--- src/sv/fkc_pkg.sv ---
// Package for the FASTA k-mer counter: token types, field widths and text codes.
// Depends on nothing; every other file of the block imports it.
package fkc_pkg;

    localparam int KEY_W       = 64;
    localparam int OUT_COUNT_W = 24;
    localparam int IDX_W       = 8;
    localparam int BYTE_W      = 8;
    localparam int KLEN_W      = 4;
    localparam int POS_W       = 4;

    localparam logic [BYTE_W-1:0] CHAR_HEADER  = 8'h3E;
    localparam logic [BYTE_W-1:0] CHAR_NEWLINE = 8'h0A;

    localparam logic OP_STREAM = 1'b0;
    localparam logic OP_READ   = 1'b1;

    // Output beat layout, lowest bit first.
    localparam int OUT_KEY_LSB   = 0;
    localparam int OUT_COUNT_LSB = KEY_W;
    localparam int OUT_VALID_BIT = KEY_W + OUT_COUNT_W;
    localparam int OUT_OVF_BIT   = OUT_VALID_BIT + 1;
    localparam int OUT_DATA_W    = 96;

    typedef enum logic [1:0] {
        TOK_NONE,
        TOK_WORD,
        TOK_READ
    } tok_kind_t;

    // A token walks down the cell chain, one cell per cycle while the chain advances.
    typedef struct packed {
        tok_kind_t               kind;
        logic [KEY_W-1:0]        key;
        logic [OUT_COUNT_W-1:0]  count;
        logic                    valid;
        logic [IDX_W-1:0]        index;
    } token_t;

endpackage

--- src/sv/fkc_cell.sv ---
// One table cell of the FASTA k-mer counter: holds one entry and passes tokens on.
// Depends on fkc_pkg; instantiated in a row by the top level.
module fkc_cell #(
    parameter int CELL_INDEX = 0,
    parameter int COUNT_BITS = 24
) (
    input  logic            clk,
    input  logic            rst_n,
    input  logic            advance,
    input  fkc_pkg::token_t tok_in,
    output fkc_pkg::token_t tok_out
);
    import fkc_pkg::*;

    logic [KEY_W-1:0]      key_reg, key_next;
    logic [COUNT_BITS-1:0] count_reg, count_next;
    logic                  used_reg, used_next;
    token_t                tok_reg, tok_next;

    always_comb
    begin
        key_next   = key_reg;
        count_next = count_reg;
        used_next  = used_reg;
        tok_next   = tok_in;
        unique case (tok_in.kind)
            TOK_WORD:
            begin
                if (used_reg && key_reg == tok_in.key)
                begin
                    if (count_reg != '1)
                    begin
                        count_next = count_reg + COUNT_BITS'(1);
                    end
                    tok_next.kind = TOK_NONE;
                end
                else if (!used_reg)
                begin
                    key_next      = tok_in.key;
                    count_next    = COUNT_BITS'(1);
                    used_next     = 1'b1;
                    tok_next.kind = TOK_NONE;
                end
            end
            TOK_READ:
            begin
                if (used_reg && 32'(tok_in.index) == 32'(CELL_INDEX))
                begin
                    tok_next.key   = key_reg;
                    tok_next.count = OUT_COUNT_W'(count_reg);
                    tok_next.valid = 1'b1;
                end
            end
            default:
            begin
            end
        endcase
    end

    always_ff @(posedge clk or negedge rst_n)
    begin
        if (!rst_n)
        begin
            used_reg <= 1'b0;
            tok_reg  <= '0;
        end
        else if (advance)
        begin
            used_reg <= used_next;
            tok_reg  <= tok_next;
        end
    end

    always_ff @(posedge clk)
    begin
        if (advance)
        begin
            key_reg   <= key_next;
            count_reg <= count_next;
        end
    end

    assign tok_out = tok_reg;

endmodule

--- config.mk ---
export PLATFORM = sky130hd
export DESIGN_NAME = fkc_cell
export DESIGN_NICKNAME = d
export VERILOG_FILES = /design/src/sv/fkc_pkg.sv /design/src/sv/fkc_cell.sv
export SDC_FILE = /design/constraint.sdc
export NUM_CORES = 1
export LEC_CHECK = 0
export BUFFER_PORTS_ARGS = -buffer_cell sky130_fd_sc_hd__buf_2
export CORE_MARGIN = 2
export CORE_UTILIZATION = 30
export CTS_CLUSTER_DIAMETER = 60
export DETAILED_ROUTE_END_ITERATION = 10
export PLACE_DENSITY_LB_ADDON = 0.05
export SYNTH_ARGS = -nofsm -noshare
export SYNTH_HDL_FRONTEND = slang
export SYNTH_SLANG_ARGS = --single-unit
--- constraint.sdc ---
create_clock -name clk -period 6.4 [get_ports clk]
set_clock_uncertainty 0.1 [all_clocks]
set_input_delay 0.32 -clock clk [delete_from_list [all_inputs] [get_ports clk]]
set_output_delay 0.32 -clock clk [all_outputs]
set_load 0.02 [all_outputs]
==> flow_metrics.py, run 1 <==
metrics = {
    "yosys": {
        "syn_avg_cell_area_um2": 11.99,
        "syn_nets": 807,
        "seq_area_frac_synth_pct": 60.93,
        "yosys_warnings": 0,
        "synth_area_um2": 8444,
        "synth.distinct_cells": 39,
        "syn_inst": 704,
        "synth-seq-cells": 188,
    },
    "clock_network": {
        "cts_tree": "yes",
        "post_cts_resized": 0,
        "cts_htree_levels": 4,
        "root_buffer": "clkbuf_16",
        "hold_buffers": 43,
        "clkTransAtPathRegs_ps": 70,
        "cts_buffers": 17,
        "clk_latency_ps": 430,
        "cts.path.max_buffers": 2,
        "cts_setup_buffers": 0,
        "cts.sinks": 188,
    },
    "critical_path": {
        "r2r_cells": 7,
        "r2r_end": "count_reg[0]",
        "rrSetupSlack_ps": 3320,
        "cp_cell_sequence": "dlygate4sd3_1 -> buf_2 -> xor2_1 -> nor4_1 -> nand4_1 -> a2111oi_4 -> nand3_1 -> a21oi_2 -> buf_4",
        "cp_slowest_stage_delay_ps": 580,
        "cp-end-kind": "flop",
        "cp_max_fo": 24,
        "cp_data_arrival_time_ps": 3150,
        "crit_buf_inv": 3,
        "critPathLaunch": "tok_in[77]",
        "r2r-start": "key_reg[22]",
        "slowest_stage": "a2111oi_4",
        "cp-start-kind": "input pin",
        "critPathTopFamily": "buffers and inverters",
        "path_class": "in -> reg",
        "crit_required_ps": 6390,
    },
    "grt": {
        "grt_pass1_wl_um": 34110,
        "antenna_found_initial": 0,
        "grt_usage_pct": 15.15,
        "grt_start_max_net_pins": 99,
        "grt_pass1_vias": 6169,
        "globalRoute.totalOverflow": 0,
    },
    "floorplan": {
        "die_h_um": 171.8,
        "core_um2": 27780,
        "row_count": 61,
        "die_area_um2": 29510,
        "die_x_um": 171.8,
        "io_pins": 201,
        "start_util_pct": 30.40,
    },
    "drt": {
        "antenna_left": 0,
        "wl_um": 22120,
        "drt_iter0_markers": 259,
        "viasPerCell": 4.511,
        "dr.pass1.iters": 4,
        "routedWlPerCell_um": 16.65,
        "via_count": 5995,
        "drc": 0,
    },
    "final_layout": {
        "final_core_util_pct": 39.11,
        "fin_area_um2": 10870,
        "nNetsFinal": 1040,
        "n_fill_cell": 2804,
        "syn_to_final_growth_pct": 28.67,
        "drive_gt1_share_pct": 27.47,
        "stdcell_count": 1329,
        "largest_reg_flops": 99,
    },
    "min_path": {
        "min_to": "key_reg[31]",
        "worstHoldStart": "tok_in[64]",
        "hold_class": "in -> reg",
        "min_path_cells": 1,
    },
    "sta": {
        "finalHoldViolCount": 0,
        "worst_pin_slew_ps": 1010,
        "finalSetupViolations": 0,
        "fin_crit_sh_pct": 49.26,
        "fmax_mhz": 317.2,
        "fin_tns_setup_ps": 0,
        "whs_ps": 20.07,
        "drv_slew": 0,
        "finalWorstPathRequiredPeriod_ps": 3152,
        "rsz0062_at_grt": "no",
        "relSlewSlack_pct": 32.65,
    },
    "placed_design": {
        "place_hpwl_um": 15360,
        "port_buffers": 200,
        "post-place-cells": 1253,
        "placed_cell_area_um2": 9842,
        "place.gp.congestion": 0.7479,
    },
    "outcome": {
        "status": "completed",
    },
    "power_and_ir_drop": {
        "power.density_nw_per_um2": 255.0,
        "ir_drop_uv": 112.5,
        "leakage_nw": 4.861,
    },
    "flow_run": {
        "drv_cap": 0,
    },
}
-- cells in the final DEF (no fill, tap or decap), drive strengths merged, types with 6 or more instances in the layout --
| master | instances |
|---|---|
| nand2 | 11 |
| nand4 | 7 |
| xor2 | 60 |
| mux2i | 81 |
| nor3 | 6 |
| dlygate4sd3 | 43 |
| edfxtp | 88 |
| dfrtp | 100 |
| buf | 205 |
| nor2 | 123 |
| inv | 18 |
| a21oi | 96 |
| mux2 | 9 |
| nand3 | 15 |
| xnor2 | 17 |
| clkbuf | 19 |
| nor4 | 13 |
-- cell families (layout without fill, tap and decap cells) --
logic type / after synthesis / in the layout / share of synthesized area (%)
and+or+nand+nor: 196 / 196 / 11.07
muxes: 90 / 90 / 10.80
other: 0 / 1 / 0
adders and majority gates: 1 / 1 / 0.1481
buffers and inverters: 46 / 292 / 2.267
xor gates and xnor gates: 77 / 77 / 7.986
AOI/OAI and AO/OA: 106 / 106 / 6.801
DFF: 188 / 188 / 60.93
-- per-stage QoR --
stage	worst slack (ps)	total power, W
2_1_floorplan	2411	0.001538
3_3_place_gp	3098	0.001686
4_1_cts	3063	0.002819
6_report	3248	0.002771
5_1_grt	3057	0.002896
3_5_place_dp	3101	0.001692
-- worst max path at each step --
stage / slack [ps] / endpoint / depth (start not counted)
finish: 3250 / count_reg[0] / 9
global route: 3060 / count_reg[8] / 9
floorplan: 2410 / key_reg[0] / 3
detailed placement: 3100 / count_reg[9] / 8
global placement: 3100 / count_reg[9] / 8
CTS: 3060 / count_reg[8] / 9
-- final cells by class --
cell class              instances  area, um2  area share, %
inverters                      12      45.04         0.4146
flip-flops and latches        188       5145          47.35
clock inverters                13      157.7          1.451
diodes                          1      2.502        0.02303
well taps                     378      473.0          4.353
repair buffers                248       1478          13.60
clock buffers                  19      432.9          3.984
multi-input cells             470       3132          28.82
-- layer usage --
metal / up-vias / global-route usage [%] / wire (um)
li1: 2970 / - / -
met1: 2894 / 19.06 / 9654
met2: 117 / 26.30 / 11260
met3: 14 / 3.451 / 1008
met4: 0 / 3.836 / 199
met5: - / 0 / 0
-- power breakdown --
group / total [W] / switching [W] / internal [W]
clock: 0.00109 / 0.000500 / 0.000590
combinational: 0.000332 / 0.000205 / 0.000127
sequential: 0.00135 / 0.0000300 / 0.00132
-- cells in the mapped netlist, drive strengths merged --
master | count | share of area (%)
and3 | 4 | 0.31
o22ai | 4 | 0.30
nand3 | 15 | 0.89
mux2i | 81 | 9.6
nor4 | 13 | 1.1
nor3b | 1 | 0.089
xor2 | 60 | 6.2
nand2 | 11 | 0.58
nand4 | 7 | 0.52
a41o | 1 | 0.12
xnor2 | 17 | 1.8
nor4b | 2 | 0.21
nor2b | 3 | 0.22
o2111ai | 1 | 0.10
nor3 | 6 | 0.36
ha | 1 | 0.15
dfrtp | 100 | 30
nand3b | 1 | 0.089
mux2 | 9 | 1.2
a2111o | 1 | 0.13
clkbuf | 24 | 1.1
and4 | 3 | 0.31
a21oi | 96 | 5.7
or4 | 2 | 0.22
nand2b | 5 | 0.37
buf | 10 | 0.67
edfxtp | 88 | 31
inv | 12 | 0.53
o21ai | 1 | 0.059
a31oi | 1 | 0.074
a2111oi | 1 | 0.33
nor2 | 123 | 5.8
Power figures use the tool's default switching activity.
==> run 2, diff against run 1 <==
--- a/config.mk
+++ b/config.mk
@@ -5,6 +5,7 @@
 export SDC_FILE = /design/constraint.sdc
 export NUM_CORES = 1
 export LEC_CHECK = 0
+export ABC_AREA = 1
 export BUFFER_PORTS_ARGS = -buffer_cell sky130_fd_sc_hd__buf_2
 export CORE_MARGIN = 2
 export CORE_UTILIZATION = 30
==> constraint.sdc (replaced) <==
create_clock -name clk -period 3.3 [get_ports clk]
set_clock_uncertainty 0.1 [all_clocks]
set_input_delay 0.165 -clock clk [delete_from_list [all_inputs] [get_ports clk]]
set_output_delay 0.165 -clock clk [all_outputs]
set_load 0.02 [all_outputs]
==> run 2 against run 1 <==
Setup slack worse by 2500 ps. Highest routed layer unchanged. Critical path type is now reg -> reg. Combinational power up 140%. Largest power group unchanged. First-iteration DRC count up 110%.
==> flow_metrics.py, run 2 <==
metrics = {
    "outcome": {
        "status": "completed",
    },
    "sta": {
        "finalHoldViolCount": 0,
        "relSlewSlack_pct": 50.66,
        "drv_slew": 0,
        "rsz0062_at_grt": "no",
        "fmax_mhz": 391.6,
        "finalSetupViolations": 0,
        "fin_crit_sh_pct": 77.39,
        "fin_tns_setup_ps": 0,
        "worst_pin_slew_ps": 740.1,
        "finalWorstPathRequiredPeriod_ps": 2554,
    },
    "yosys": {
        "synth.most_common_cell": "nand2_1",
        "netlist_top_cells_area": "edfxtp_1 (27%), dfrtp_1 (26%), nand2_1 (19%)",
        "synth.distinct_cells": 33,
        "syn_inst": 1256,
        "async_flop_share_pct": 53.19,
        "synth-seq-cells": 188,
        "synth-edff-count": 88,
        "syn_nets": 1359,
        "yosys_warnings": 0,
        "synth_area_um2": 9679,
        "yosys-top-cells-count": "nand2_1 (501), inv_1 (167), nor2_1 (112), dfrtp_1 (100), a21oi_1 (94)",
        "seq_area_frac_synth_pct": 53.15,
        "syn_avg_cell_area_um2": 7.706,
        "synth_top_area_cell": "edfxtp_1",
        "synth-main-ff-cell": "dfrtp_1",
        "yosysTopAreaCellShare_pct": 27.30,
    },
    "drt": {
        "wl_um": 30310,
        "drc": 0,
        "routedWlPerCell_um": 15.43,
        "via_count": 8696,
        "dr.pass1.iters": 5,
        "drt_iter0_markers": 534,
        "viasPerCell": 4.428,
        "antenna_left": 0,
    },
    "power_and_ir_drop": {
        "total_power_w": 0.005482,
        "p_clk_share_pct": 37.9,
        "swShare_pct": 27.80,
        "p_int_w": 0.003958,
        "ir_drop_uv": 364.1,
        "leakage_nw": 6.495,
        "power.switching_w": 0.001524,
        "power_frac_seq_pct": 47.7,
        "power.density_nw_per_um2": 430.4,
        "power_frac_comb_pct": 14.4,
    },
    "critical_path": {
        "path_class": "reg -> reg",
        "critPathLaunch": "key_reg[44]",
        "cp_data_arrival_time_ps": 2720,
        "crit_required_ps": 3460,
        "r2r-start": "key_reg[44]",
        "rrSetupSlack_ps": 750,
        "cp-end-kind": "flop",
        "cp-start-kind": "flop",
        "cp_max_fo": 22,
    },
    "clock_network": {
        "cts_buffers": 17,
        "cts.sinks": 188,
        "cts_tree": "yes",
        "clk_latency_ps": 450,
        "clkTransAtPathRegs_ps": 80,
        "cts.path.max_buffers": 2,
        "cts_htree_levels": 4,
        "root_buffer": "clkbuf_16",
    },
    "min_path": {
        "hold_class": "in -> reg",
        "worstHoldStart": "advance",
    },
    "grt": {
        "grt_start_max_net_pins": 178,
        "grt_usage_pct": 18.34,
        "globalRoute.totalOverflow": 0,
        "grt_pass1_vias": 8366,
        "antenna_found_initial": 0,
        "grt_pass1_wl_um": 47340,
    },
    "final_layout": {
        "diodes": 0,
        "final_common_cell": "nand2_1",
        "largest_reg_flops": 99,
        "stdcell_count": 1964,
        "n_fill_cell": 3326,
        "final_cell_mix": "nand2_1 (501), buf_2 (199), inv_1 (167)",
        "syn_to_final_growth_pct": 31.59,
        "fin_area_um2": 12740,
        "drive_gt1_share_pct": 17.29,
        "nNetsFinal": 1652,
    },
    "placed_design": {
        "port_buffers": 200,
        "placed_cell_area_um2": 11100,
        "place.gp.congestion": 0.7812,
        "place_hpwl_um": 21730,
        "post-place-cells": 1825,
    },
    "floorplan": {
        "start_util_pct": 30.60,
        "io_pins": 201,
        "die_area_um2": 33720,
        "die_x_um": 183.6,
        "core_um2": 31640,
        "row_count": 65,
        "die_h_um": 183.6,
    },
    "flow_run": {
        "drv_cap": 0,
    },
}
run 2: cell count changes after synthesis, moves of 7 or more:
cell and change:
inv_2 +9, nor2_2 -7, mux2_2 -9, inv_1 +155, nand2_1 +491, mux2i_1 -81, o21ai_0 +71, xor2_1 -53
nand3_1 -10, o21ai_1 +20, nor4_1 -11, xnor2_1 -15
run 2: layout make-up:
type | count | area (um2) | area share, %
clock buffer | 20 | 457.9 | 3.595
clock inverter | 12 | 107.6 | 0.8448
inverter | 176 | 665.6 | 5.226
multi-input combinational | 850 | 3666 | 28.78
sequential | 188 | 5145 | 40.39
tap | 402 | 503.0 | 3.949
timing repair buffer | 316 | 2192 | 17.21
run 2: worst paths after layout:
path                           endpoint  cells after the start
min in group asynchronous    tok_out[1]                      2
hold reg to reg              tok_out[5]                      2
max in group asynchronous   tok_out[19]                      3
setup reg to reg           count_reg[2]                      7
setup / recovery           count_reg[2]                      7
hold / removal               tok_out[8]                      3
run 2: what timing repair did:
item / 4_1_cts / 5_1_grt
resized for setup: 0 / 0
buffers inserted: 0 / 0
hold buffers: 107 / 0
setup endpoints to repair: 0 / 0
hold endpoints to repair: 146 / 0
run 2: through the flow:
step                      hold slack (ps)  setup slack (ps)  utilization, %
after floorplan                    -230.6             412.6               -
after global routing                44.64             532.6           40.26
after detailed placement            91.07             764.4           35.09
final                               26.70             746.1           40.26
after global placement              93.42             672.3           35.09
after CTS                           7.622             729.0           40.26
run 2: critical path, stage by stage (launching register included):
cell      delay [ps]
edfxtp_1         410
nand2_1           90
nand2_1          180
nor2_1           340
nand4_1          150
nor2_1           250
nand3_2          500
nor3b_1          330
run 2: logic make-up after synthesis:
logic type,Yosys count,share of synthesized area (%)
and+or+nand+nor,653,27.13
buffers and inverters,218,9.074
DFF,188,53.15
AOI/OAI and AO/OA,187,9.695
xor gates and xnor gates,9,0.8144
adders and majority gates,1,0.1292
run 2: routing by layer:
metal / vias up / global-route usage (%) / share of wire [%]
li1: 4501 / - / -
met1: 3985 / 27.57 / 53
met2: 193 / 27.58 / 42
met3: 17 / 2.853 / 4.0
met4: 0 / 4.160 / 1.1
met5: - / 0 / 0
run 2: power by group through the flow:
| stage | sequential (W) | clock [W] | combinational, W |
|---|---|---|---|
| after floorplan | 0.00280 | 0 | 0.000237 |
| after global placement | 0.00267 | 0 | 0.000695 |
| after detailed placement | 0.00266 | 0 | 0.000696 |
| after CTS | 0.00262 | 0.00214 | 0.000801 |
| after global routing | 0.00263 | 0.00224 | 0.000878 |
| final | 0.00262 | 0.00208 | 0.000790 |
==> run 3, diff against run 2 <==
==> constraint.sdc (replaced) <==
create_clock -name clk -period 2.05 [get_ports clk]
set_clock_uncertainty 0.1 [all_clocks]
set_input_delay 0.1025 -clock clk [delete_from_list [all_inputs] [get_ports clk]]
set_output_delay 0.1025 -clock clk [all_outputs]
set_load 0.02 [all_outputs]
==> run 3 against run 2 <==
The run now ends with setup timing left. Utilization up 2.3 points. Non-clock buffer count up 63. Register-to-register slack worse by 830 ps. Sequential cell count unchanged. Sequential power up 61%. Clock power up 78%. Wire length down 1.6%. Total power up 68%. Maximum frequency up 20%. Critical path type unchanged.
==> flow_metrics.py, run 3 (synthesized netlist as in run 2, its figures left out) <==
metrics = {
    "outcome": {
        "status": "finished with violations",
        "violations": "setup timing",
    },
    "floorplan": {
        "core_um2": 31640,
        "die_h_um": 183.6,
        "die_x_um": 183.6,
        "row_count": 65,
        "start_util_pct": 30.60,
        "die_area_um2": 33720,
        "io_pins": 201,
    },
    "critical_path": {
        "path_class": "reg -> reg",
        "cp_cell_sequence": "xor2_1 -> nor2_1 -> buf_4 -> nand2_2 -> nor2_2 -> nand2_1 -> nor2_2 -> nand2_1 -> nand2_2 -> inv_2 -> nor2_4 -> buf_12",
        "cp-end-kind": "flop",
        "slowest_stage": "edfxtp_1",
        "cp-start-kind": "flop",
        "r2r-start": "key_reg[59]",
        "cp_data_arrival_time_ps": 2170,
        "cp_slowest_stage_delay_ps": 400,
        "cp_max_fo": 24,
        "critPathLaunch": "key_reg[59]",
        "crit_required_ps": 2090,
    },
    "clock_network": {
        "cts.path.max_buffers": 2,
        "cts_htree_levels": 4,
        "clkTransAtPathRegs_ps": 80,
        "root_buffer": "clkbuf_16",
        "clk_latency_ps": 450,
        "cts_tree": "yes",
        "cts_buffers": 17,
        "cts.sinks": 188,
    },
    "power_and_ir_drop": {
        "power.density_nw_per_um2": 685.0,
        "total_power_w": 0.009226,
        "leakage_nw": 6.876,
        "ir_drop_uv": 590.5,
    },
    "sta": {
        "fmax_mhz": 469.3,
        "fin_tns_setup_ps": -1712,
        "setup_slack_ps": -80.78,
        "whs_ps": 15.86,
        "fin_crit_sh_pct": 103.9,
        "rsz0062_at_grt": "yes",
        "finalHoldViolCount": 0,
        "drv_slew": 0,
        "worst_pin_slew_ps": 393.0,
        "finalWorstPathRequiredPeriod_ps": 2131,
        "relSlewSlack_pct": 73.80,
        "finalSetupViolations": 24,
    },
    "drt": {
        "wl_um": 29820,
        "antenna_left": 0,
        "drt_iter0_markers": 427,
        "via_count": 8846,
        "drc": 0,
        "routedWlPerCell_um": 14.71,
        "dr.pass1.iters": 4,
        "viasPerCell": 4.364,
    },
    "final_layout": {
        "largest_reg_flops": 99,
        "final_cell_mix": "nand2_1 (498), buf_2 (199), inv_1 (166)",
        "final_core_util_pct": 42.57,
        "drive_gt1_share_pct": 20.98,
        "syn_to_final_growth_pct": 39.15,
        "nNetsFinal": 1715,
        "fin_area_um2": 13470,
        "final_common_cell": "nand2_1",
        "diodes": 0,
    },
    "grt": {
        "use_met3_pct": 3.447,
        "grt_usage_pct": 17.92,
        "grt_pass1_wl_um": 46460,
        "grt_pass1_vias": 8522,
        "use_met1_pct": 25.23,
        "globalRoute.totalOverflow": 0,
        "use_met2_pct": 28.41,
        "grt_start_max_net_pins": 61,
        "busiest_layer": "met2",
        "antenna_found_initial": 0,
    },
    "min_path": {
        "hold_class": "in -> reg",
        "worstHoldStart": "advance",
    },
    "flow_run": {
        "drv_cap": 0,
    },
    "placed_design": {
        "place_hpwl_um": 21750,
        "port_buffers": 200,
        "placed_cell_area_um2": 11680,
        "place.gp.congestion": 0.7694,
    },
}
## run 3: critical path: cells and delay by family, from the launching register on
family | cells | cell delay, ps
flops | 1 | 400
buf+inv | 3 | 380
simple gates | 8 | 730
xor+xnor | 1 | 180
## run 3: metrics by stage
stage	std cells	worst slack (ps)
after CTS	2024	-131.9
after detailed placement	1883	-200.0
final	2027	-80.78
after global routing	2027	-187.4
after floorplan	1256	1.090
after global placement	1883	-219.0
## run 3: timing repair
item | 4_1_cts | 5_1_grt
buffers inserted | 0 | 3
resized for setup | 5 | 5
hold buffers | 109 | 0
hold endpoints to repair | 261 | 0
endpoints found under the setup margin | 24 | 48
pin swaps | 0 | 3
gates cloned | 0 | 0
## run 3: worst paths after layout
check | endpoint | slack [ps] | cells after the start
min in group asynchronous | tok_out[58] | 70 | 3
max in group asynchronous | tok_out[81] | 1390 | 3
max reg2reg | count_reg[7] | -80 | 12
max | count_reg[7] | -80 | 12
min reg2reg | tok_out[4] | 370 | 2
min | tok_out[8] | 20 | 4
## run 3: power by group
part | leakage (nW) | total (W) | switching (W) | internal, W
sequential | 2.05 | 0.00421 | 0.0000926 | 0.00411
clock | 0.314 | 0.00371 | 0.00153 | 0.00218
combinational | 4.51 | 0.00131 | 0.000772 | 0.000539
## run 3: area by class of cell
class	count	area [um2]
multi-input cells	850	3701
flip-flops and latches	188	5145
well taps	402	503.0
clock buffers	23	488.0
clock inverters	9	158.9
fillers	3281	18170
inverters	176	665.6
repair buffers	379	2808
## run 3: layer usage
layer | routed length [um] | share of wire [%]
met1 | 15120 | 51
met2 | 13310 | 45
met3 | 1120 | 3.8
met4 | 264 | 0.89
met5 | 0 | 0
