--- src/sv/fkc_pkg.sv ---
// Package for the FASTA k-mer counter: token types, field widths and text codes.
// Depends on nothing; every other file of the block imports it.
package fkc_pkg;

    localparam int KEY_W       = 64;
    localparam int OUT_COUNT_W = 24;
    localparam int IDX_W       = 8;
    localparam int BYTE_W      = 8;
    localparam int KLEN_W      = 4;
    localparam int POS_W       = 4;

    localparam logic [BYTE_W-1:0] CHAR_HEADER  = 8'h3E;
    localparam logic [BYTE_W-1:0] CHAR_NEWLINE = 8'h0A;

    localparam logic OP_STREAM = 1'b0;
    localparam logic OP_READ   = 1'b1;

    // Output beat layout, lowest bit first.
    localparam int OUT_KEY_LSB   = 0;
    localparam int OUT_COUNT_LSB = KEY_W;
    localparam int OUT_VALID_BIT = KEY_W + OUT_COUNT_W;
    localparam int OUT_OVF_BIT   = OUT_VALID_BIT + 1;
    localparam int OUT_DATA_W    = 96;

    typedef enum logic [1:0] {
        TOK_NONE,
        TOK_WORD,
        TOK_READ
    } tok_kind_t;

    // A token walks down the cell chain, one cell per cycle while the chain advances.
    typedef struct packed {
        tok_kind_t               kind;
        logic [KEY_W-1:0]        key;
        logic [OUT_COUNT_W-1:0]  count;
        logic                    valid;
        logic [IDX_W-1:0]        index;
    } token_t;

endpackage

--- src/sv/fkc_front.sv ---
// Front end of the FASTA k-mer counter: header tracking, byte window and token issue.
// Depends on fkc_pkg; feeds the first cell of the chain.
module fkc_front #(
    parameter int MAX_KMER_BYTES = 8
) (
    input  logic                        clk,
    input  logic                        rst_n,
    input  logic                        kmer_length_we,
    input  logic [fkc_pkg::KLEN_W-1:0]  kmer_length_wdata,
    input  logic                        accept,
    input  logic                        operation,
    input  logic [fkc_pkg::BYTE_W-1:0]  text_byte,
    input  logic [fkc_pkg::IDX_W-1:0]   entry_index,
    input  logic                        advance,
    output fkc_pkg::token_t             tok_out
);
    import fkc_pkg::*;

    localparam int WIN_W = 8 * MAX_KMER_BYTES;

    logic [KLEN_W-1:0] kmer_length_reg;
    logic [WIN_W-1:0]  window_reg, window_next;
    logic [POS_W-1:0]  pos_reg, pos_next;
    logic              in_header_reg, in_header_next;
    token_t            tok_reg, tok_next;
    logic [KLEN_W-1:0] k_eff;
    logic [WIN_W-1:0]  mask;

    always_comb
    begin
        k_eff = kmer_length_reg;
        if (k_eff == '0)
        begin
            k_eff = KLEN_W'(1);
        end
        if (k_eff > KLEN_W'(MAX_KMER_BYTES))
        begin
            k_eff = KLEN_W'(MAX_KMER_BYTES);
        end
        for (int b = 0; b < MAX_KMER_BYTES; b++)
        begin
            mask[b*8 +: 8] = (KLEN_W'(b) < k_eff) ? 8'hFF : 8'h00;
        end
    end

    always_comb
    begin
        window_next    = window_reg;
        pos_next       = pos_reg;
        in_header_next = in_header_reg;
        tok_next       = '0;
        tok_next.kind  = TOK_NONE;
        if (accept)
        begin
            unique case (operation)
                OP_READ:
                begin
                    tok_next.kind  = TOK_READ;
                    tok_next.index = entry_index;
                end
                default:
                begin
                    if (text_byte == CHAR_HEADER)
                    begin
                        in_header_next = 1'b1;
                        pos_next       = '0;
                    end
                    else if (text_byte == CHAR_NEWLINE)
                    begin
                        in_header_next = 1'b0;
                    end
                    else if (!in_header_reg)
                    begin
                        if (WIN_W > 8)
                        begin
                            window_next = {window_reg[WIN_W-9:0], text_byte};
                        end
                        else
                        begin
                            window_next = WIN_W'(text_byte);
                        end
                        if (pos_reg != '1)
                        begin
                            pos_next = pos_reg + POS_W'(1);
                        end
                        if (pos_next >= k_eff)
                        begin
                            tok_next.kind = TOK_WORD;
                            tok_next.key  = KEY_W'(window_next & mask);
                        end
                    end
                end
            endcase
        end
    end

    always_ff @(posedge clk or negedge rst_n)
    begin
        if (!rst_n)
        begin
            kmer_length_reg <= KLEN_W'(1);
            window_reg      <= '0;
            pos_reg         <= '0;
            in_header_reg   <= 1'b0;
            tok_reg         <= '0;
        end
        else
        begin
            if (kmer_length_we)
            begin
                kmer_length_reg <= kmer_length_wdata;
            end
            window_reg    <= window_next;
            pos_reg       <= pos_next;
            in_header_reg <= in_header_next;
            if (advance)
            begin
                tok_reg <= tok_next;
            end
        end
    end

    assign tok_out = tok_reg;

endmodule

--- config.mk ---
export PLATFORM = sky130hd
export DESIGN_NAME = fkc_front
export DESIGN_NICKNAME = d
export VERILOG_FILES = /design/src/sv/fkc_pkg.sv /design/src/sv/fkc_front.sv
export SDC_FILE = /design/constraint.sdc
export NUM_CORES = 1
export LEC_CHECK = 0
export ABC_AREA = 1
export BUFFER_PORTS_ARGS = -buffer_cell sky130_fd_sc_hd__buf_2
export CORE_ASPECT_RATIO = 1.25
export CORE_UTILIZATION = 49
export DETAILED_ROUTE_END_ITERATION = 10
export MAX_ROUTING_LAYER = met4
export PLACE_DENSITY = 0.81
export SYNTH_ARGS = -nofsm -noshare
export SYNTH_HDL_FRONTEND = slang
export SYNTH_SLANG_ARGS = --single-unit
--- constraint.sdc ---
create_clock -name clk -period 2.5 [get_ports clk]
set_input_delay 0.125 -clock clk [delete_from_list [all_inputs] [get_ports clk]]
set_output_delay 0.125 -clock clk [all_outputs]
set_load 0.02 [all_outputs]
==> metrics.cfg, run 1 <==
[floorplan]
dieArea_mm2 = 0.01324
io_pins = 125
core-area_mm2 = 0.01227
die_x_um = 103.1
initial_utilization_pct = 51.01
dieHeight_um = 128.4
rows = 45

[layout]
syn2layout_area_growth_pct = 21.94
insertedDiodeCount = 0
final_cell_area_mm2 = 0.007635
utilization_pct = 62.20
nFillCells = 1053
largest_reg_flops = 74
drive_gt1_share_pct = 17.71
nets = 882

[timing]
worst_slew_pin_slew_ns = 0.7455
rsz0062_at_grt = no
tns_ns = 0
maxClockFrequency_mhz = 435.2
hold_violations = 0
slew_headroom_pct = 50.06
min_period_over_period_pct = 91.92
finalSetupViolCount = 0
period_minus_slack_ns = 2.298
skew_ns = 0.01299
drv_slew = 0

[yosys]
synth_ff_type = dfrtp_1
synth_area_mm2 = 0.006261
synth_top_cell_area_share_pct = 55.16
synth_compound_area_share_pct = 6.515
synth.most_common_cell = nand2_1
yosysUniqueCellTypes = 30
synth_async_sr_flop_share_pct = 100.0
ys_top_cells_by_count = nand2_1, dfrtp_1, inv_1
synthAdderAreaFrac_pct = 0.9992
synth-xor-area-share_pct = 0.1399
synth_top_area_cell = dfrtp_1
synth_area_leaders = dfrtp_1, nand2_1, nand4_1
yosysSeqAreaShare_pct = 55.58
synth_mux_area_share_pct = 0.1799
ys_warn_count = 0
synth-edff-count = 0
avgSynthCellArea_um2 = 8.461
syn_inst = 740
synth-simple-area-share_pct = 24.80
synth-seq-cells = 139
synth_top_family_by_area = simple AND/OR/NAND/NOR gates

[clocking]
cts_tree = done
cts.clk_slew.worst_paths_ns = 0.06
cts_buffer_depth = 2
root_buffer = clkbuf_16
h-tree-depth = 4
cts_buffers = 17
insertion_delay_ns = 0.42
cts_sinks = 139

[critical_path]
max_stage_delay_ns = 0.39
crit_required_ns = 2.86
cp_top_family = simple AND/OR/NAND/NOR gates
reg2reg_to = tok_out[66]
slowest_stage = dfrtp_1
cpMostUsedCell = nand2_1
crit_chain = ha_1 > nand2_1 > inv_1 > nand2_2 > nand2_1 > o21a_1 > inv_1 > ha_1 > inv_1 > o21bai_1 > nand2_1 > nand3_4 > clkbuf_16 > nand4_1 > nand2_1
startpoint_type = flip-flop
endpoint = tok_out[66]
worstSetupEndpointType = flip-flop
crit_arrival_ns = 2.66
reg2reg_slack_ns = 0.20
path_class = reg -> reg
worstPathMaxFanout = 19
ff2ff_path_depth = 15
path_buf_inv = 4
path_depth = 15
setup.worst_path.start = pos_reg[1]
reg2reg_from = pos_reg[1]

[power]
p_leak_nw = 4.275
ir_worst_vdd_v = 0.0004351
powerDensity_mw_per_mm2 = 933.9

[detailed_routing]
drtIter0Drc = 273
vias = 5148
detail-route-antenna-nets = 0
detail_route.vias_per_cell = 5.008
wire_per_inst_um = 14.08
wl_um = 14480
dr.pass1.iters = 5
drc = 0

[worst_hold_path]
min-delay-start = kmer_length_we
hp-class = in -> reg

[placement]
dpl.hpwl_um = 8931
globalplace.congestion = 0.8452
port_buffers = 99
place_area_mm2 = 0.006789

[grt]
gr-total-overflow = 0
grtUsageTotal_pct = 23.99
grt_max_degree = 99
grt_pass1_vias = 4963
antenna_found_initial = 0
grt_pass1_wl_um = 23230

[run_status]
status = complete, no violations

[run]
drv_cap = 0

==> cells in the final DEF, fill, tap and decap left out <==
master / instances
clkbuf_16: 19
conb_1: 25
ha_1: 5
o21ai_1: 17
dfrtp_1: 138
clkinv_2: 6
dlygate4sd3_1: 22
nor2_2: 1
buf_6: 1
o21a_1: 1
nand3_1: 8
and2_1: 1
clkinv_4: 2
nand4_1: 64
inv_6: 3
o21ai_0: 58
a21oi_1: 1
buf_2: 98
nand2_1: 228
o22ai_1: 1
or2_1: 1
dfstp_2: 1
buf_4: 6
o21bai_1: 1
inv_1: 84
nor2_1: 54
mux2_2: 1
inv_2: 2
clkbuf_8: 1
bufinv_16: 1
nand2_2: 2
buf_12: 5
nand3_4: 1
xnor2_1: 1
clkinvlp_4: 2
a31oi_1: 1
nor2_8: 1
==> power by group <==
part / internal [W] / switching, W / total (W)
Combinational: 0.000730 / 0.00130 / 0.00203
Sequential: 0.00256 / 0.000183 / 0.00274
Clock: 0.00139 / 0.000971 / 0.00236
Total: 0.00468 / 0.00245 / 0.00713
==> metrics by stage <==
| step | setup slack [ns] | hold slack, ns | cells | power, W |
|---|---|---|---|---|
| 4_1_cts | 0.1843 | 0.006848 | 1025 | 0.006846 |
| 5_1_grt | 0.02632 | 0.01541 | 1028 | 0.007464 |
| 2_1_floorplan | 0.1781 | -0.1706 | 764 | 0.003856 |
| 6_report | 0.2021 | 0.01780 | 1028 | 0.007130 |
| 3_5_place_dp | 0.2160 | 0.08083 | 971 | 0.004448 |
| 3_3_place_gp | 0.3041 | 0.07431 | 971 | 0.004404 |
==> worst min path at each step <==
stage / slack [ns] / cells past startpoint / end
floorplan: -0.17 / 0 / in_header_reg
global placement: 0.07 / 1 / tok_out[97]
detailed placement: 0.08 / 1 / tok_out[91]
CTS: 0.007 / 2 / kmer_length_reg[1]
global route: 0.02 / 2 / kmer_length_reg[1]
finish: 0.02 / 2 / kmer_length_reg[1]
==> layer usage <==
layer | GRT usage (%) | vias up | share of wire (%) | wire length, um
met1 | 27.07 | 2428 | 40 | 5815
met4 | 12.84 | 0 | 3.4 | 497
met3 | 5.649 | 35 | 4.5 | 654
met2 | 39.18 | 157 | 52 | 7509
li1 | - | 2528 | - | -
met5 | - | - | 0 | 0
==> cells by family after synthesis <==
logic type               count (synthesis)
AND/OR/NAND/NOR                        361
buffers and inverters                  152
flip-flops                             139
AO/OA/AOI/OAI                           80
adder cells (fa/ha/maj)                  5
other                                    1
XOR/XNOR                                 1
multiplexers                             1
==> timing repair <==
item                                   CTS  global route
setup buffers                            0             1
resized for setup                        0             2
hold buffers                            22             0
setup endpoints to repair                0            34
endpoints found under the hold margin   70             0
==> final cells by class <==
class,count,area (um2),share of cell area [%]
repair buffers,134,917.1,12.01
clock inverters,14,118.9,1.557
clock buffers,18,439.2,5.752
flip-flops and latches,139,3480,45.58
inverters,86,322.8,4.228
well taps,164,205.2,2.688
multi-input cells,473,2152,28.19
(Power assumes the default switching activity.)
==> run 2, diff against run 1 <==
Settings changed: BUFFER_PORTS_ARGS -buffer_cell sky130_fd_sc_hd__buf_2 to unset, CORE_UTILIZATION 49 to 53, DONT_BUFFER_PORTS set to 1, PLACE_DENSITY 0.81 to 0.77, SLEW_MARGIN set to 30.
==> run 2 against run 1 <==
The flow now finishes with violations (hold timing). Maximum frequency fell by 1.5%. Cell count down 12%. Cell area fell by 7.2%. Sequential power up 5%. Die area down 7.4%. Sequential share of layout area increased by 3.5 points. Flip-flop and latch count did not move. Critical path depth unchanged. Via count decreased by 5.2%. Global-route usage shrank 0.59 points. Non-clock buffer count is 99 lower. Count of clock-buffer cells in the layout up 5. Critical path type unchanged. Critical endpoint is now tok_out[38]. Highest routed layer unchanged.
==> metrics.cfg, run 2 (synthesis results as in run 1) <==
[layout]
largest_reg_flops = 74  ; unchanged
nFillCells = 983  ; -6.6%
insertedDiodeCount = 0  ; unchanged
syn2layout_area_growth_pct = 13.17
utilization_pct = 61.29  ; -0.91 points
drive_gt1_share_pct = 6.414  ; -11 points
layout_common_cells = nand2_1, dfrtp_1, inv_1, nand4_1, o21ai_0
multi_input_area_mm2 = 0.002150  ; -0.12%
regArea_mm2 = 0.003480  ; unchanged
nets = 783  ; -11%
final_common_cell = nand2_1

[grt]
gr-total-overflow = 0  ; unchanged
grt-busiest-layer = met2
global_route.usage.met1_pct = 27.55  ; +0.48 points
grtUsageTotal_pct = 23.39  ; -0.59 points
use_met3_pct = 7.010  ; +1.4 points
grt_max_degree = 140  ; +41%
grt_pass1_vias = 4634  ; -6.6%
antenna_found_initial = 0  ; unchanged
grt.met2_usage_pct = 37.28  ; -1.9 points
grt_pass1_wl_um = 21540  ; -7.3%

[placement]
globalplace.congestion = 0.7880  ; -6.8%
dpl.hpwl_um = 8380  ; -6.2%
port_buffers = 0  ; -100%

[critical_path]
crit_chain = ha_1 > nand2_1 > inv_1 > nand2_1 > nand2_1 > o21a_1 > inv_1 > ha_1 > inv_1 > o21bai_1 > nand2_1 > nand3_4 > buf_6 > nand4_1 > nand2_1
slowest_stage = dfrtp_1
crit_required_ns = 2.85  ; about the same
crit_arrival_ns = 2.68  ; +0.02 ns
worstPathMaxFanout = 16  ; -3
cp_top_family = simple AND/OR/NAND/NOR gates
startpoint_type = flip-flop
path_buf_inv = 4  ; unchanged
max_stage_delay_ns = 0.39  ; about the same
cpMostUsedCell = nand2_1
path_class = reg -> reg
worstSetupEndpointType = flip-flop

[floorplan]
core-area_mm2 = 0.01156  ; -5.8%
die_x_um = 99.22  ; -3.8%
dieArea_mm2 = 0.01226  ; -7.4%
initial_utilization_pct = 54.16  ; +3.1 points
rows = 44  ; -2.2%
io_pins = 125  ; unchanged
dieHeight_um = 123.5  ; -3.8%

[clocking]
cts_buffers = 17  ; unchanged
cts_buffer_depth = 2  ; unchanged
cts_sinks = 139  ; unchanged
cts_tree = done
h-tree-depth = 4  ; unchanged
root_buffer = clkbuf_16
cts.clk_slew.worst_paths_ns = 0.05  ; about the same
insertion_delay_ns = 0.42  ; about the same
cts_hold_buf = 22  ; unchanged

[detailed_routing]
vias = 4879  ; -5.2%
detail_route.vias_per_cell = 5.409  ; +8.0%
drtIter0Drc = 461  ; +69%
detail-route-antenna-nets = 0  ; unchanged
wire_per_inst_um = 15.49  ; +10%
dr.pass1.iters = 7  ; +2
wl_um = 13970  ; -3.5%
drc = 0  ; unchanged

[power]
p_switching_w = 0.002344  ; -4.4%
swShare_pct = 33.32  ; -1.1 points
clock_power_share_pct = 34.0  ; +0.9 points
powerDensity_mw_per_mm2 = 992.8  ; +6.3%
power_frac_seq_pct = 41.1  ; +2.7 points
p_leak_nw = 3.769  ; -12%
power.internal_w = 0.004690  ; +0.27%
ir_worst_vdd_v = 0.0006330  ; +45%
power_frac_comb_pct = 24.9  ; -3.5 points

[run_status]
status = finished with violations
violations = hold timing

[timing]
holdWs_ns = -0.5917  ; -0.6095 ns
min_period_over_period_pct = 93.30  ; +1.4 points
finalSetupViolCount = 0  ; unchanged
hold_violations = 139  ; +139
worst_slew_pin_slew_ns = 0.7049  ; -0.04060 ns
drv_slew = 0  ; unchanged
skew_ns = 0.008436  ; -0.004556 ns
period_minus_slack_ns = 2.333  ; +0.03466 ns
slew_headroom_pct = 52.78  ; +2.7 points
tns_ns = 0  ; unchanged
maxClockFrequency_mhz = 428.7  ; -1.5%

[worst_hold_path]
hp-class = in -> async

[run]
drv_cap = 0  ; unchanged

## run 2: cell types whose count changed in the layout (fill, tap and decap cells not counted), moves of 2 or more
cell	before	now
buf_2	98	0
buf_4	6	8
clkinvlp_4	2	0
inv_6	3	0
clkbuf_1	0	4
buf_12	5	2
## run 2: worst register-to-register path: stages, from the launching register on
cell and delay [ns]:
dfrtp_1 0.39, ha_1 0.19, nand2_1 0.07, inv_1 0.08
nand2_1 0.11, nand2_1 0.09, o21a_1 0.13, inv_1 0.05
ha_1 0.28, inv_1 0.05, o21bai_1 0.14, nand2_1 0.11
nand3_4 0.14, buf_6 0.23, nand4_1 0.12, nand2_1 0.09
## run 2: metal layers
metal,routed length (um),part of all wire [%],vias to the layer above
met1,5711,41,2335
met5,0,0,-
li1,-,-,2328
met3,856,6.1,28
met4,350,2.5,0
met2,7055,50,188
## run 2: layout make-up
cell class	instances	area share [%]
repair buffers	35	5.633
clock inverters	8	1.324
well taps	138	2.437
multi-input cells	473	30.34
clock buffers	23	6.604
inverters	86	4.556
flip-flops and latches	139	49.11
## run 2: worst paths after layout
kind	startpoint	to	slack (ns)	cells after the start
max in group asynchronous	rst_n	kmer_length_reg[0]	2.82	0
min in group clk	operation	in_header_reg	0.02	3
worst min register to register	window_reg[20]	window_reg[28]	0.48	2
worst max register to register	pos_reg[1]	tok_out[38]	0.17	15
worst min-delay path	rst_n	tok_out[97]	-0.59	0
worst max-delay path	pos_reg[1]	tok_out[38]	0.17	15
## run 2: per-stage QoR
step / total power [W] / setup WS (ns) / instances / instance area (um2)
4_1_cts: 0.006599 / 0.1380 / 896 / 6994
5_1_grt: 0.007334 / -0.007020 / 902 / 7086
6_report: 0.007034 / 0.1675 / 902 / 7086
2_1_floorplan: 0.003856 / 0.1781 / 764 / 6351
3_5_place_dp: 0.004149 / 0.1582 / 843 / 6195
3_3_place_gp: 0.004092 / 0.3341 / 843 / 6195
## run 2: power groups by stage
stage               clock network [W]  logic (W)  registers (W)
floorplan                           0   0.000987        0.00287
global placement                    0    0.00118        0.00292
detailed placement                  0    0.00122        0.00293
CTS                           0.00242    0.00128        0.00289
global route                  0.00253    0.00188        0.00293
finish                        0.00239    0.00175        0.00289
## run 2: what timing repair did
action / CTS / global route
hold endpoints to repair: 224 / 139
setup buffers: 0 / 3
resized for setup: 0 / 1
endpoints found under the setup margin: 0 / 65
==> run 3, diff against run 2 <==
==> constraint.sdc (replaced) <==
create_clock -name clk -period 2.5 [get_ports clk]
set_input_delay 0.375 -clock clk [delete_from_list [all_inputs] [get_ports clk]]
set_output_delay 0.375 -clock clk [all_outputs]
set_load 0.02 [all_outputs]
==> run 3 against run 2 <==
The flow still finishes with violations (hold timing). Count of clock-buffer cells in the layout down 5. Clock skew is essentially flat. Non-clock buffer count down 29. Maximum frequency grew 2.0%. Setup slack better by 0.047 ns. Clock power up 7%. Hold slack gained 0.24 ns. Via count shrank 2.3%. Die area stayed put. Flip-flop and latch count stayed put. Largest cell class unchanged. Largest power group unchanged.
==> metrics.cfg, run 3 (synthesis results as in run 1) <==
[clocking]
h-tree-depth = 4  ; unchanged
cts_buffers = 17  ; unchanged
insertion_delay_ns = 0.42  ; about the same
cts_setup_buffers = 0  ; unchanged
cts_buffer_depth = 2  ; unchanged
cts_tree = done
cts.clk_slew.worst_paths_ns = 0.06  ; about the same
cts_sinks = 139  ; unchanged
root_buffer = clkbuf_16

[placement]
dp_slack_ns = 0.1744  ; +0.01620 ns
dpl.hpwl_um = 8169  ; -2.5%
placed_cells = 841  ; -0.24%
port_buffers = 0  ; unchanged
globalplace.congestion = 0.7800  ; -1.0%

[layout]
final_common_cell = nand2_1
nFillCells = 1007  ; +2.4%
nets = 754  ; -3.7%
largest_reg_flops = 74  ; unchanged
layout_common_cells = nand2_1, dfrtp_1, inv_1, nand4_1, o21ai_0
layoutNonFillerInstCount = 874  ; -3.1%
drive_gt1_share_pct = 6.522  ; +0.11 points
syn2layout_area_growth_pct = 9.133
insertedDiodeCount = 0  ; unchanged

[run]
drv_cap = 0  ; unchanged

[grt]
grt_pass1_vias = 4551  ; -1.8%
gr-total-overflow = 0  ; unchanged
grt_pass1_wl_um = 21000  ; -2.5%
grt_max_degree = 140  ; unchanged
grtUsageTotal_pct = 22.80  ; -0.60 points
antenna_found_initial = 0  ; unchanged

[power]
p_total_w = 0.006876  ; -2.2%
ir_worst_vdd_v = 0.0005792  ; -8.5%
powerDensity_mw_per_mm2 = 1006  ; +1.4%
p_leak_nw = 3.639  ; -3.5%

[floorplan]
dieHeight_um = 123.5  ; unchanged
core-area_mm2 = 0.01156  ; unchanged
dieArea_mm2 = 0.01226  ; unchanged
die_x_um = 99.22  ; unchanged
initial_utilization_pct = 54.16  ; unchanged
rows = 44  ; unchanged
io_pins = 125  ; unchanged

[worst_hold_path]
hp-class = in -> async

[detailed_routing]
drc = 0  ; unchanged
wire_per_inst_um = 15.12  ; -2.4%
wl_um = 13220  ; -5.4%
detail-route-antenna-nets = 0  ; unchanged
dr.pass1.iters = 7  ; unchanged
detail_route.vias_per_cell = 5.457  ; +0.88%
vias = 4769  ; -2.3%
drtIter0Drc = 382  ; -17%

[timing]
holdWs_ns = -0.3468  ; +0.2449 ns
tns_ns = 0  ; unchanged
period_minus_slack_ns = 2.286  ; -0.04682 ns
min_period_over_period_pct = 91.43  ; -1.9 points
worst_slew_pin_slew_ns = 0.8175  ; +0.1126 ns
finalSetupViolCount = 0  ; unchanged
rsz0062_at_grt = no
maxClockFrequency_mhz = 437.5  ; +2.0%
drv_slew = 0  ; unchanged
hold_violations = 139  ; unchanged
slew_headroom_pct = 45.24  ; -7.5 points
skew_ns = 0.008739  ; +0.0003031 ns
setup_ws_ns = 0.2143  ; +0.04682 ns

[critical_path]
crit_required_ns = 2.85  ; about the same
worstSetupEndpointType = flip-flop
cpMostUsedCell = nand2_1
startpoint_type = flip-flop
worstPathMaxFanout = 32  ; +16
crit_chain = ha_2 > nand2_1 > inv_1 > nand2_2 > nand2_1 > o21a_1 > inv_1 > ha_1 > inv_1 > o21bai_1 > nand2_1 > nand3_2 > clkbuf_16 > nand4_1 > nand2_1
max_stage_delay_ns = 0.40  ; about the same
crit_arrival_ns = 2.63  ; -0.05 ns
slowest_stage = dfrtp_1
path_class = reg -> reg

[run_status]
status = finished with violations
violations = hold timing

==> run 3: through the flow <==
stage	utilization (%)	instance area, um2	hold WS, ns
6_report	59.10	6833	-0.3468
5_1_grt	59.10	6833	-0.3706
4_1_cts	58.84	6803	-0.3622
3_5_place_dp	53.56	6192	0.08193
3_3_place_gp	53.56	6192	0.08188
2_1_floorplan	-	6351	0.07941
==> run 3: cell type report <==
class                      instances  area (um2)  share of cell area (%)
clock buffer                      18       439.2                   6.427
clock inverter                    14       171.4                   2.509
inverter                          86       322.8                   4.724
multi-input combinational        473        2147                   31.42
sequential                       139        3480                   50.92
tap                              138       172.7                   2.527
timing repair buffer               6       100.1                   1.465
==> run 3: layer usage <==
metal	routed length [um]	vias up	GRT usage, %
met5	0	-	-
met4	295	0	8.640
met3	800	28	7.236
met2	6654	167	36.37
met1	5467	2302	27.19
li1	-	2272	-
==> run 3: path summary, 6_finish.rpt <==
kind	cells past startpoint	slack (ns)	start	to
setup / recovery	15	0.21	pos_reg[0]	tok_out[93]
hold / removal	0	-0.35	rst_n	tok_out[91]
setup reg to reg	15	0.21	pos_reg[0]	tok_out[93]
hold reg to reg	2	0.48	window_reg[23]	window_reg[31]
max in group asynchronous	0	2.62	rst_n	kmer_length_reg[0]
min in group clk	1	0.03	kmer_length_we	kmer_length_reg[0]
==> run 3: report_power, final <==
group	switching, W	internal [W]	total, W	leakage (nW)
combinational	0.000980	0.000449	0.00143	1.51
clock	0.000957	0.00160	0.00255	0.292
sequential	0.000339	0.00256	0.00289	1.84
total	0.00228	0.00460	0.00688	3.64
==> run 3: worst max-delay path, delay by kind of cell (launching register included) <==
family	cells	cell delay [ns]
buf+inv	4	0.41
fa+ha+maj	2	0.49
flops	1	0.40
compound gates	2	0.25
simple gates	7	0.64
==> run 3: timing repair <==
item                                    in CTS  in global routing
gates resized for setup                      0                  2
endpoints found under the hold margin      139                139
endpoints found under the setup margin       0                 65
